<file path="config.mk">
export PLATFORM = sky130hd
export DESIGN_NAME = spike_exponential_feature_encoder_core
export DESIGN_NICKNAME = d
export VERILOG_FILES = /design/src/hdl/sefe_pkg.sv /design/src/hdl/sefe_cell.sv /design/src/hdl/sefe_decay.sv /design/src/hdl/spike_exponential_feature_encoder_core.sv
export VERILOG_INCLUDE_DIRS = /design/src /design/src/hdl
export SDC_FILE = /design/constraint.sdc
export NUM_CORES = 2
export LEC_CHECK = 0
export BUFFER_PORTS_ARGS = -buffer_cell sky130_fd_sc_hd__buf_2
export CAP_MARGIN = 40
export CORE_MARGIN = 2
export CORE_UTILIZATION = 40
export CTS_BUF_LIST = sky130_fd_sc_hd__clkbuf_2 sky130_fd_sc_hd__clkbuf_4 sky130_fd_sc_hd__clkbuf_8
export CTS_CLUSTER_DIAMETER = 60
export CTS_CLUSTER_SIZE = 25
export DETAILED_ROUTE_END_ITERATION = 7
export SETUP_SLACK_MARGIN = 0.4
export SLEW_MARGIN = 0
export SYNTH_ARGS = -nofsm -noshare
export SYNTH_HDL_FRONTEND = slang
export SYNTH_SLANG_ARGS = --single-unit
export TNS_END_PERCENT = 5
</file>
<file path="constraint.sdc">
create_clock -name aclk -period 8.62 [get_ports aclk]
set_clock_uncertainty 0.15 [all_clocks]
set_input_delay 2.155 -clock aclk [delete_from_list [all_inputs] [get_ports aclk]]
set_output_delay 2.155 -clock aclk [all_outputs]
set_load 0.05 [all_outputs]
</file>
<file path="src/hdl/spike_exponential_feature_encoder_core_assert.svh">
// ----------------------------------------------------------------------------
// Spike history encoder assertion macros
// Concurrent checks clocked on aclk and held off during reset.
// ----------------------------------------------------------------------------
`ifndef SPIKE_EXPONENTIAL_FEATURE_ENCODER_CORE_ASSERT_SVH
`define SPIKE_EXPONENTIAL_FEATURE_ENCODER_CORE_ASSERT_SVH

`ifndef ASSERT_OFF
// property must hold at every edge out of reset
`define SEFE_ASSERT(lbl, prop, msg) \
    lbl: assert property (@(posedge aclk) disable iff (!aresetn) prop) else $error(msg);
// condition must never be seen out of reset
`define SEFE_NEVER(lbl, cond, msg) \
    lbl: assert property (@(posedge aclk) disable iff (!aresetn) !(cond)) else $error(msg);
`else
`define SEFE_ASSERT(lbl, prop, msg)
`define SEFE_NEVER(lbl, cond, msg)
`endif

`endif

</file>
<file path="src/hdl/sefe_pkg.sv">
// ----------------------------------------------------------------------------
// Spike history encoder package
// Types and fixed constants shared by the encoder modules.
// ----------------------------------------------------------------------------
`default_nettype none

package sefe_pkg;

    localparam int WEIGHT_W   = 17;
    localparam int FACTOR_W   = 16;
    localparam int MASK_W     = 8;
    localparam int BIN_W      = 31;
    localparam int CH_OUT_W   = 3;
    localparam int SL_OUT_W   = 2;
    localparam int CFG_IDX_W  = 2;
    localparam int CFG_DATA_W = 16;
    localparam int S_DATA_W   = 40;
    localparam int M_DATA_W   = 24;
    localparam int M_USER_W   = 2;

    localparam logic [WEIGHT_W-1:0] ONE_Q16     = 17'h10000;
    localparam logic [FACTOR_W-1:0] DECAY_RESET = 16'd62119;
    localparam logic [MASK_W-1:0]   REQ_RESET   = 8'hFF;
    localparam logic [15:0]         ROUND_HALF  = 16'h8000;

    // configuration register indexes
    localparam logic [CFG_IDX_W-1:0] CFG_DECAY_FACTOR  = 2'd0;
    localparam logic [CFG_IDX_W-1:0] CFG_REQUIRED_MASK = 2'd1;

    typedef enum logic [0:0] {
        ST_IDLE,
        ST_SWEEP
    } sefe_state_t;

endpackage

`default_nettype wire

</file>
<file path="src/hdl/sefe_cell.sv">
// ----------------------------------------------------------------------------
// Spike history weight cell
// One stored slot weight; takes its neighbour's value on each shift.
// ----------------------------------------------------------------------------
`default_nettype none

module sefe_cell (
    input  wire logic                          aclk,
    input  wire logic                          aresetn,
    input  wire logic                          shift_en,
    input  wire logic [sefe_pkg::WEIGHT_W-1:0] weight_in,
    output logic      [sefe_pkg::WEIGHT_W-1:0] weight_out
);

    logic [sefe_pkg::WEIGHT_W-1:0] weight_reg;
    logic [sefe_pkg::WEIGHT_W-1:0] weight_next;

    always_comb begin
        weight_next = shift_en ? weight_in : weight_reg;
    end

    always_ff @(posedge aclk) begin
        if (!aresetn) begin
            weight_reg <= '0;
        end else begin
            weight_reg <= weight_next;
        end
    end

    assign weight_out = weight_reg;

endmodule

`default_nettype wire

</file>
<file path="src/hdl/sefe_decay.sv">
// ----------------------------------------------------------------------------
// Spike history decay unit
// Multiplies a Q1.16 weight by the decay factor with round-half-up.
// ----------------------------------------------------------------------------
`default_nettype none

module sefe_decay (
    input  wire logic [sefe_pkg::WEIGHT_W-1:0] weight_in,
    input  wire logic [sefe_pkg::FACTOR_W-1:0] factor_in,
    output logic      [sefe_pkg::WEIGHT_W-1:0] weight_out
);

    localparam int PROD_W = sefe_pkg::WEIGHT_W + sefe_pkg::FACTOR_W;

    logic [PROD_W-1:0] product;
    logic [PROD_W-1:0] rounded;

    // largest product stays below 2^32, so the rounding add cannot carry out
    always_comb begin
        product    = PROD_W'(weight_in) * PROD_W'(factor_in);
        rounded    = product + PROD_W'(sefe_pkg::ROUND_HALF);
        weight_out = rounded[sefe_pkg::FACTOR_W +: sefe_pkg::WEIGHT_W];
    end

endmodule

`default_nettype wire

</file>
<file path="src/hdl/spike_exponential_feature_encoder_core.sv">
// ----------------------------------------------------------------------------
// Spike history exponential feature encoder
// Keeps decayed weights of the last SLOTS spikes per channel in a ring of
// cells and emits CHANNELS*SLOTS features per bin once required channels warm.
// ----------------------------------------------------------------------------
//  channel  | dir | handshake           | payload
//  s_       | in  | s_tvalid / s_tready | s_tdata: spike_mask, time_bin
//  m_       | out | m_tvalid / m_tready | m_tdata, m_tuser flags, m_tlast
//  cfg_     | in  | cfg_valid/cfg_ready | cfg_index, cfg_data
//
// A good bin is accepted, then the ring rotates once, one slot per step,
// past the single shared decay multiplier.
// A bin with a broken number leaves the state alone.
// In a ready bin the ring stalls while the output register is full and not taken.
// aresetn is synchronous; it clears all weights, counts and warm flags.
// ----------------------------------------------------------------------------
`default_nettype none

module spike_exponential_feature_encoder_core #(
    parameter int CHANNELS = 8,
    parameter int SLOTS    = 4
) (
    input  wire logic                            aclk,
    input  wire logic                            aresetn,
    // [7:0] spike_mask, [38:8] time_bin, [39] zero
    input  wire logic [sefe_pkg::S_DATA_W-1:0]   s_tdata,
    input  wire logic                            s_tvalid,
    output logic                                 s_tready,
    // [16:0] feature_value, [19:17] channel_index, [21:20] slot_index, [23:22] zero
    output logic      [sefe_pkg::M_DATA_W-1:0]   m_tdata,
    // [0] ready_res, [1] bin_error
    output logic      [sefe_pkg::M_USER_W-1:0]   m_tuser,
    output logic                                 m_tlast,
    output logic                                 m_tvalid,
    input  wire logic                            m_tready,
    input  wire logic                            cfg_valid,
    output logic                                 cfg_ready,
    input  wire logic [sefe_pkg::CFG_IDX_W-1:0]  cfg_index,
    input  wire logic [sefe_pkg::CFG_DATA_W-1:0] cfg_data
);

`include "spike_exponential_feature_encoder_core_assert.svh"

    localparam int NCELLS   = CHANNELS * SLOTS;
    localparam int CH_W     = (CHANNELS > 1) ? $clog2(CHANNELS) : 1;
    localparam int SL_W     = (SLOTS > 1) ? $clog2(SLOTS) : 1;
    localparam int CNT_W    = $clog2(SLOTS + 1);
    localparam int NEXT_IDX = (NCELLS > 1) ? 1 : 0;
    localparam int W_W      = sefe_pkg::WEIGHT_W;

    // registers
    sefe_pkg::sefe_state_t            state_reg, state_next;
    logic [sefe_pkg::FACTOR_W-1:0]    decay_reg;
    logic [sefe_pkg::MASK_W-1:0]      req_reg;
    logic [sefe_pkg::BIN_W-1:0]       prev_bin_reg;
    logic [CHANNELS-1:0]              spk_reg;
    logic [CHANNELS-1:0]              warm_reg;
    logic [CNT_W-1:0]                 cnt_reg [CHANNELS];
    logic                             ready_reg;
    logic [CH_W-1:0]                  ch_reg;
    logic [SL_W-1:0]                  sl_reg;
    logic                             m_valid_reg;
    logic [W_W-1:0]                   m_feat_reg;
    logic [sefe_pkg::CH_OUT_W-1:0]    m_ch_reg;
    logic [sefe_pkg::SL_OUT_W-1:0]    m_sl_reg;
    logic                             m_rdy_reg;
    logic                             m_err_reg;
    logic                             m_last_reg;

    // combinational
    logic [sefe_pkg::MASK_W-1:0]      in_mask;
    logic [sefe_pkg::BIN_W-1:0]       in_bin;
    logic [sefe_pkg::BIN_W-1:0]       exp_bin;
    logic                             bin_bad;
    logic [CHANNELS-1:0]              spk_vec;
    logic [CHANNELS-1:0]              req_vec;
    logic [CHANNELS-1:0]              warm_new;
    logic                             ready_new;
    logic                             out_free;
    logic                             s_acc;
    logic                             step;
    logic                             last_elem;
    logic                             slot_end;
    logic [CNT_W-1:0]                 cur_cnt;
    logic                             filling;
    logic                             cur_spk;
    logic                             put_one;
    logic [W_W-1:0]                   dec_in;
    logic [W_W-1:0]                   dec_out;
    logic [W_W-1:0]                   w_new;
    logic [W_W-1:0]                   cell_q [NCELLS];
    logic                             in_sweep;
    logic                             bad_req;
    logic                             err_out;

    assign in_mask = s_tdata[sefe_pkg::MASK_W-1:0];
    assign in_bin  = s_tdata[sefe_pkg::MASK_W +: sefe_pkg::BIN_W];
    assign exp_bin = prev_bin_reg + sefe_pkg::BIN_W'(1);
    assign bin_bad = (in_bin == '0) || (in_bin != exp_bin);

    genvar c;
    generate
        for (c = 0; c < CHANNELS; c++) begin : g_chan
            if (c < sefe_pkg::MASK_W) begin : g_real
                assign spk_vec[c] = in_mask[c];
                assign req_vec[c] = req_reg[c];
            end else begin : g_absent
                assign spk_vec[c] = 1'b0;
                assign req_vec[c] = 1'b0;
            end
            assign warm_new[c] = warm_reg[c] | (cnt_reg[c] == CNT_W'(SLOTS));
        end
    endgenerate

    assign ready_new = &(warm_new | ~req_vec);
    assign out_free  = !m_valid_reg || m_tready;
    assign s_acc     = s_tvalid && s_tready;
    assign slot_end  = (sl_reg == SL_W'(SLOTS - 1));
    assign last_elem = slot_end && (ch_reg == CH_W'(CHANNELS - 1));

    // next state
    always_comb begin
        state_next = state_reg;
        unique case (state_reg)
            sefe_pkg::ST_IDLE: begin
                if (s_acc && !bin_bad) begin
                    state_next = sefe_pkg::ST_SWEEP;
                end
            end
            sefe_pkg::ST_SWEEP: begin
                if (step && last_elem) begin
                    state_next = sefe_pkg::ST_IDLE;
                end
            end
            default: state_next = sefe_pkg::ST_IDLE;
        endcase
    end

    // state outputs
    always_comb begin
        s_tready = 1'b0;
        step     = 1'b0;
        unique case (state_reg)
            sefe_pkg::ST_IDLE:  s_tready = out_free;
            sefe_pkg::ST_SWEEP: step     = !ready_reg || out_free;
            default: begin
                s_tready = 1'b0;
                step     = 1'b0;
            end
        endcase
    end

    // slot update at the head of the ring
    always_comb begin
        cur_cnt = cnt_reg[ch_reg];
        filling = cur_cnt < CNT_W'(SLOTS);
        cur_spk = spk_reg[ch_reg];
        // full channel with a spike: slots move down, so take the next cell
        dec_in  = (cur_spk && !filling) ? cell_q[NEXT_IDX] : cell_q[0];
        put_one = cur_spk && (filling ? (CNT_W'(sl_reg) == cur_cnt) : slot_end);
        w_new   = put_one ? sefe_pkg::ONE_Q16 : dec_out;
    end

    sefe_decay u_decay (
        .weight_in  (dec_in),
        .factor_in  (decay_reg),
        .weight_out (dec_out)
    );

    genvar i;
    generate
        for (i = 0; i < NCELLS; i++) begin : g_cell
            logic [W_W-1:0] cell_in;
            if (i == NCELLS - 1) begin : g_tail
                assign cell_in = w_new;
            end else begin : g_body
                assign cell_in = cell_q[i + 1];
            end
            sefe_cell u_cell (
                .aclk       (aclk),
                .aresetn    (aresetn),
                .shift_en   (step),
                .weight_in  (cell_in),
                .weight_out (cell_q[i])
            );
        end
    endgenerate

    assign cfg_ready = 1'b1;

    // control state
    always_ff @(posedge aclk) begin
        if (!aresetn) begin
            state_reg    <= sefe_pkg::ST_IDLE;
            decay_reg    <= sefe_pkg::DECAY_RESET;
            req_reg      <= sefe_pkg::REQ_RESET;
            prev_bin_reg <= '0;
            warm_reg     <= '0;
            ready_reg    <= 1'b0;
            ch_reg       <= '0;
            sl_reg       <= '0;
            m_valid_reg  <= 1'b0;
            for (int k = 0; k < CHANNELS; k++) begin
                cnt_reg[k] <= '0;
            end
        end else begin
            state_reg <= state_next;
            if (cfg_valid && cfg_ready) begin
                unique case (cfg_index)
                    sefe_pkg::CFG_DECAY_FACTOR:  decay_reg <= cfg_data;
                    sefe_pkg::CFG_REQUIRED_MASK: req_reg   <= cfg_data[sefe_pkg::MASK_W-1:0];
                    default: ;
                endcase
            end
            if (s_acc) begin
                // a broken or cold bin answers at once with its single result
                m_valid_reg <= bin_bad || !ready_new;
                if (!bin_bad) begin
                    prev_bin_reg <= in_bin;
                    warm_reg     <= warm_new;
                    ready_reg    <= ready_new;
                    ch_reg       <= '0;
                    sl_reg       <= '0;
                end
            end else if (step && ready_reg) begin
                m_valid_reg <= 1'b1;
            end else if (m_tready) begin
                m_valid_reg <= 1'b0;
            end
            if (step) begin
                if (slot_end) begin
                    sl_reg <= '0;
                    ch_reg <= ch_reg + CH_W'(1);
                    if (cur_spk && filling) begin
                        cnt_reg[ch_reg] <= cur_cnt + CNT_W'(1);
                    end
                end else begin
                    sl_reg <= sl_reg + SL_W'(1);
                end
            end
        end
    end

    // payload
    always_ff @(posedge aclk) begin
        if (s_acc) begin
            spk_reg    <= spk_vec;
            m_feat_reg <= '0;
            m_ch_reg   <= '0;
            m_sl_reg   <= '0;
            m_rdy_reg  <= 1'b0;
            m_err_reg  <= bin_bad;
            m_last_reg <= 1'b1;
        end else if (step && ready_reg) begin
            m_feat_reg <= warm_reg[ch_reg] ? w_new : '0;
            m_ch_reg   <= sefe_pkg::CH_OUT_W'(ch_reg);
            m_sl_reg   <= sefe_pkg::SL_OUT_W'(sl_reg);
            m_rdy_reg  <= 1'b1;
            m_err_reg  <= 1'b0;
            m_last_reg <= last_elem;
        end
    end

    assign m_tvalid = m_valid_reg;
    assign m_tdata  = {2'b00, m_sl_reg, m_ch_reg, m_feat_reg};
    assign m_tuser  = {m_err_reg, m_rdy_reg};
    assign m_tlast  = m_last_reg;

    assign in_sweep = (state_reg == sefe_pkg::ST_SWEEP);
    assign bad_req  = s_acc && bin_bad;
    assign err_out  = m_tvalid && m_tuser[1] && m_tlast;

    `SEFE_NEVER(a_no_accept_in_sweep, in_sweep && s_tready, "request accepted during sweep")
    `SEFE_ASSERT(a_bad_bin_reports, bad_req |=> !in_sweep && err_out, "broken bin not reported")
    `SEFE_ASSERT(a_sweep_ends, (step && last_elem) |=> !in_sweep, "sweep overran final slot")
    `SEFE_NEVER(a_warm_sticky, ($past(warm_reg) & ~warm_reg) != '0, "warm flag dropped")

endmodule

`default_nettype wire

</file>
==> impl_metrics.sql <==
INSERT INTO impl_metrics (metric_group, metric, value, unit) VALUES
('power', 'internal-power', '3.94', 'mW'),
('sta', 'tightestPinTransition', '1.18', 'ns'),
('die', 'floorplan.initialDensity', '40.2', '%'),
('cells_and_area', 'n_fill_cell', '8588', ''),
('cells_and_area', 'max_ffs_per_register', '544', ''),
('cells_and_area', 'nNetsFinal', '4453', ''),
('grt', 'grt_pass1_wl', '125000', 'um'),
('sta', 'grt_setup_unrepaired', 'yes', ''),
('place', 'detailedPlacementHpwl', '49200', 'um'),
('yosys', 'combinational_family_with_the_most_area_after_synthesis', 'simple AND/OR/NAND/NOR gates', ''),
('sta', 'fin_crit', '7.97', 'ns'),
('detailed_routing', 'wl_per_cell', '14.1', 'um'),
('detailed_routing', 'post_drt_via_cell_ratio', '4.93', ''),
('status', 'run_status', 'completed', ''),
('yosys', 'netlist_area', '0.0342', 'mm2'),
('yosys', 'synthArstFlopShare', '0', '%'),
('die', 'design.die.area', '0.0879', 'mm2'),
('detailed_routing', 'vias', '25900', ''),
('sta', 'clock.fmax', '125', 'MHz'),
('critical_path', 'worst-path-buf-inv', '6', ''),
('yosys', 'xor_xnor_share_of_the_synthesized_area', '1.33', '%'),
('yosys', 'post_synth_mux_area_share', '2.45', '%'),
('critical_path', 'critPathMaxStageDelay', '0.54', 'ns'),
('cells_and_area', 'final_core_utilization', '43.3', '%'),
('power', 'p_leak', '14.0', 'nW'),
('power', 'comb_power_share', '2.9', '%'),
('min_path', 'worstHoldEndpoint', 'g_cell[4].u_cell.weight_out[12]$_SDFFE_PN0P_', ''),
('grt', 'via_count_of_the_first_global_routing_pass', '24300', ''),
('sta', 'report.final.slew_viol_count', '0', ''),
('place', 'gp_congestion', '0.895', ''),
('clock_network', 'clkSlewWorstSetupHoldPaths', '0.14', 'ns'),
('min_path', 'hold_path_class', 'reg2reg', ''),
('clock_network', 'tritoncts.num_buffers', '45', ''),
('clock_network', 'cts.sinks', '672', ''),
('detailed_routing', 'dr.first_iter.drc_count', '2036', ''),
('critical_path', 'critical_path.slowest_cell', 'mux4_2', ''),
('place', 'dp.cells', '5158', ''),
('cells_and_area', 'flow.area_growth_from_synthesis', '7.62', '%'),
('grt', 'grt_antenna_before_repair', '3', ''),
('die', 'io_pins', '93', ''),
('power', 'power_density', '143', 'mW/mm2'),
('yosys', 'yosys.area_share.adder', '16.5', '%'),
('detailed_routing', 'drc_errors', '0', ''),
('sta', 'finalHoldViolCount', '0', ''),
('job', 'max_cap_violations', '0', ''),
('yosys', 'synth.ff_latch_count', '672', ''),
('grt', 'globalRouteOverflowTotal', '0', ''),
('yosys', 'yosysSeqAreaShare', '40.3', '%'),
('critical_path', 'worst_path_most_repeated_cell', 'fa_1', ''),
('critical_path', 'critical_path_required', '9.10', 'ns'),
('critical_path', 'critical_path_arrival', '8.45', 'ns'),
('clock_network', 'largest_buffer_count_on_any_clock_path', '3', ''),
('power', 'seq_power_share', '60.2', '%'),
('power', 'p_total', '5.26', 'mW'),
('yosys', 'distinct_cell_type_count_after_synthesis', '78', ''),
('yosys', 'synth_simple_gate_area_share', '21.8', '%'),
('die', 'std_cell_rows', '107', ''),
('yosys', 'postSynthCellCount', '4139', ''),
('critical_path', 'critical_path.top_delay_family', 'adder cells', ''),
('cells_and_area', 'share_of_layout_cells_above_drive_strength_1', '6.86', '%'),
('critical_path', 'r2r.worst_path.cells', '26', ''),
('power', 'swShare', '25.1', '%'),
('power', 'ir_worst_vdd', '0.174', 'mV'),
('sta', 'timing.slew.headroom', '21.6', '%'),
('place', 'port_buffers', '88', ''),
('critical_path', 'timing.setup.critical_path_class', 'reg2reg', ''),
('die', 'die_width', '296', 'um'),
('grt', 'globalRouteTotalUtil', '17.0', '%'),
('cells_and_area', 'layout_common_cells', 'nand2_1 (1393), dfxtp_1 (637), a21oi_1 (569), inv_1 (267), fa_1 (207)', ''),
('clock_network', 'h-tree-depth', '2', ''),
('power', 'power_switching', '1.32', 'mW');
[power groups by stage]
stage	clock, mW	combinational [mW]	sequential, mW
2_1_floorplan	0	0.106	3.22
3_3_place_gp	0	0.152	3.24
3_5_place_dp	0	0.154	3.24
4_1_cts	2.02	0.155	3.17
5_1_grt	2.14	0.169	3.17
6_report	1.94	0.154	3.17
[timing repair]
item,4_1_cts,5_1_grt
pin swaps,1,1
endpoints found under the hold margin,0,0
setup endpoints to repair,24,28
setup buffers,1,1
resized for setup,4,16
hold buffers,0,0
gates cloned,0,0
[cells by family after synthesis]
group,Yosys count
other,2
muxes,71
and+or+nand+nor,1765
buffers and inverters,533
adders and majority gates,327
DFF,672
xor gates and xnor gates,52
AOI/OAI and AO/OA,717
[worst max path at each step]
| stage | from | to | slack (ns) | cells past startpoint |
|---|---|---|---|---|
| 2_1_floorplan | ch_reg[0]$_SDFF_PN0_ | g_cell[31].u_cell.weight_out[10]$_SDFFE_PN0P_ | 0.81 | 27 |
| 3_5_place_dp | ch_reg[0]$_SDFF_PN0_ | m_feat_reg[10]$_SDFFE_PP0P_ | 0.04 | 26 |
| 3_3_place_gp | ch_reg[0]$_SDFF_PN0_ | m_feat_reg[10]$_SDFFE_PP0P_ | -0.26 | 25 |
| 5_1_grt | ch_reg[0]$_SDFF_PN0_ | g_cell[31].u_cell.weight_out[7]$_SDFFE_PN0P_ | 0.28 | 25 |
| 6_report | ch_reg[0]$_SDFF_PN0_ | g_cell[31].u_cell.weight_out[7]$_SDFFE_PN0P_ | 0.65 | 26 |
| 4_1_cts | ch_reg[0]$_SDFF_PN0_ | m_feat_reg[10]$_SDFFE_PP0P_ | 0.37 | 25 |
[routing by layer]
layer / routed length [um] / track usage [%] / part of all wire [%] / vias up
met5: 0 / 0 / 0 / -
met3: 3090 / 2.32 / 4.2 / 80
li1: - / - / - / 13100
met2: 32400 / 25.9 / 44 / 368
met4: 1460 / 4.41 / 2.0 / 0
met1: 37100 / 25.1 / 50 / 12300
[through the flow]
| step | area [um2] | hold WS (ns) | setup slack, ns |
|---|---|---|---|
| 2_1_floorplan | 34200 | 0.273 | 0.807 |
| 6_report | 36800 | 0.265 | 0.647 |
| 3_3_place_gp | 35400 | 0.283 | -0.265 |
| 5_1_grt | 36800 | 0.283 | 0.284 |
| 4_1_cts | 36700 | 0.253 | 0.370 |
| 3_5_place_dp | 35500 | 0.292 | 0.0442 |
[Yosys cell counts (all sizes together), types with 4 or more instances]
| cell | count | area (um2) |
|---|---|---|
| ha | 120 | 1500 |
| o211ai | 7 | 52.6 |
| nor3 | 11 | 60.1 |
| a21oi | 570 | 2850 |
| o21a | 9 | 67.6 |
| or3 | 5 | 31.3 |
| o22ai | 5 | 31.3 |
| fa | 207 | 4140 |
| nor2b | 7 | 43.8 |
| nand2 | 1395 | 5240 |
| nand2b | 4 | 25.0 |
| buf | 24 | 178 |
| o21ai | 33 | 165 |
| xor2 | 23 | 201 |
| a211oi | 8 | 60.1 |
| clkbuf | 241 | 905 |
| xnor2 | 29 | 254 |
| nor2 | 55 | 206 |
| a21o | 14 | 105 |
| and2 | 137 | 857 |
| mux4 | 8 | 180 |
| a21boi | 5 | 37.5 |
| a211o | 5 | 43.8 |
| nand3 | 58 | 290 |
| and3 | 5 | 31.3 |
| nor3b | 22 | 165 |
| mux2i | 42 | 420 |
| dfxtp | 639 | 12800 |
| o21bai | 4 | 30.0 |
| a22o | 19 | 166 |
| nand4 | 16 | 100 |
| inv | 268 | 1010 |
| or4 | 7 | 56.3 |
| nor4 | 16 | 100 |
| edfxtp | 33 | 991 |
| o31ai | 10 | 75.1 |
| mux2 | 21 | 236 |
| and4 | 13 | 114 |
[worst register-to-register path, cell delays in order, from the launching register on]
cell and delay [ns]:
dfxtp_4 0.45, mux4_2 0.54, mux2i_1 0.24, nor2_2 0.13
buf_4 0.21, mux2_2 0.38, buf_4 0.22, and2_1 0.18
fa_1 0.49, inv_1 0.05, fa_1 0.46, fa_1 0.52
inv_1 0.06, fa_1 0.52, fa_1 0.52, inv_1 0.06
fa_1 0.53, inv_1 0.04, ha_1 0.37, nand2_1 0.09
nor3_2 0.30, nor3_1 0.10, o2bb2ai_2 0.18, a2111oi_4 0.42
nor3_1 0.12, xnor2_1 0.38, a22o_1 0.19
[final cells by class]
class	count	area [um2]	share of cell area (%)
Clock buffer	47	641	1.74
Inverter	268	1010	2.75
Sequential cell	672	13800	37.5
Timing Repair Buffer	141	938	2.55
Antenna cell	1	2.50	0.00680
Clock inverter	36	546	1.48
Tap cell	1144	1430	3.89
Multi-Input combinational cell	2935	18400	50.1
(Power assumes the default switching activity.)
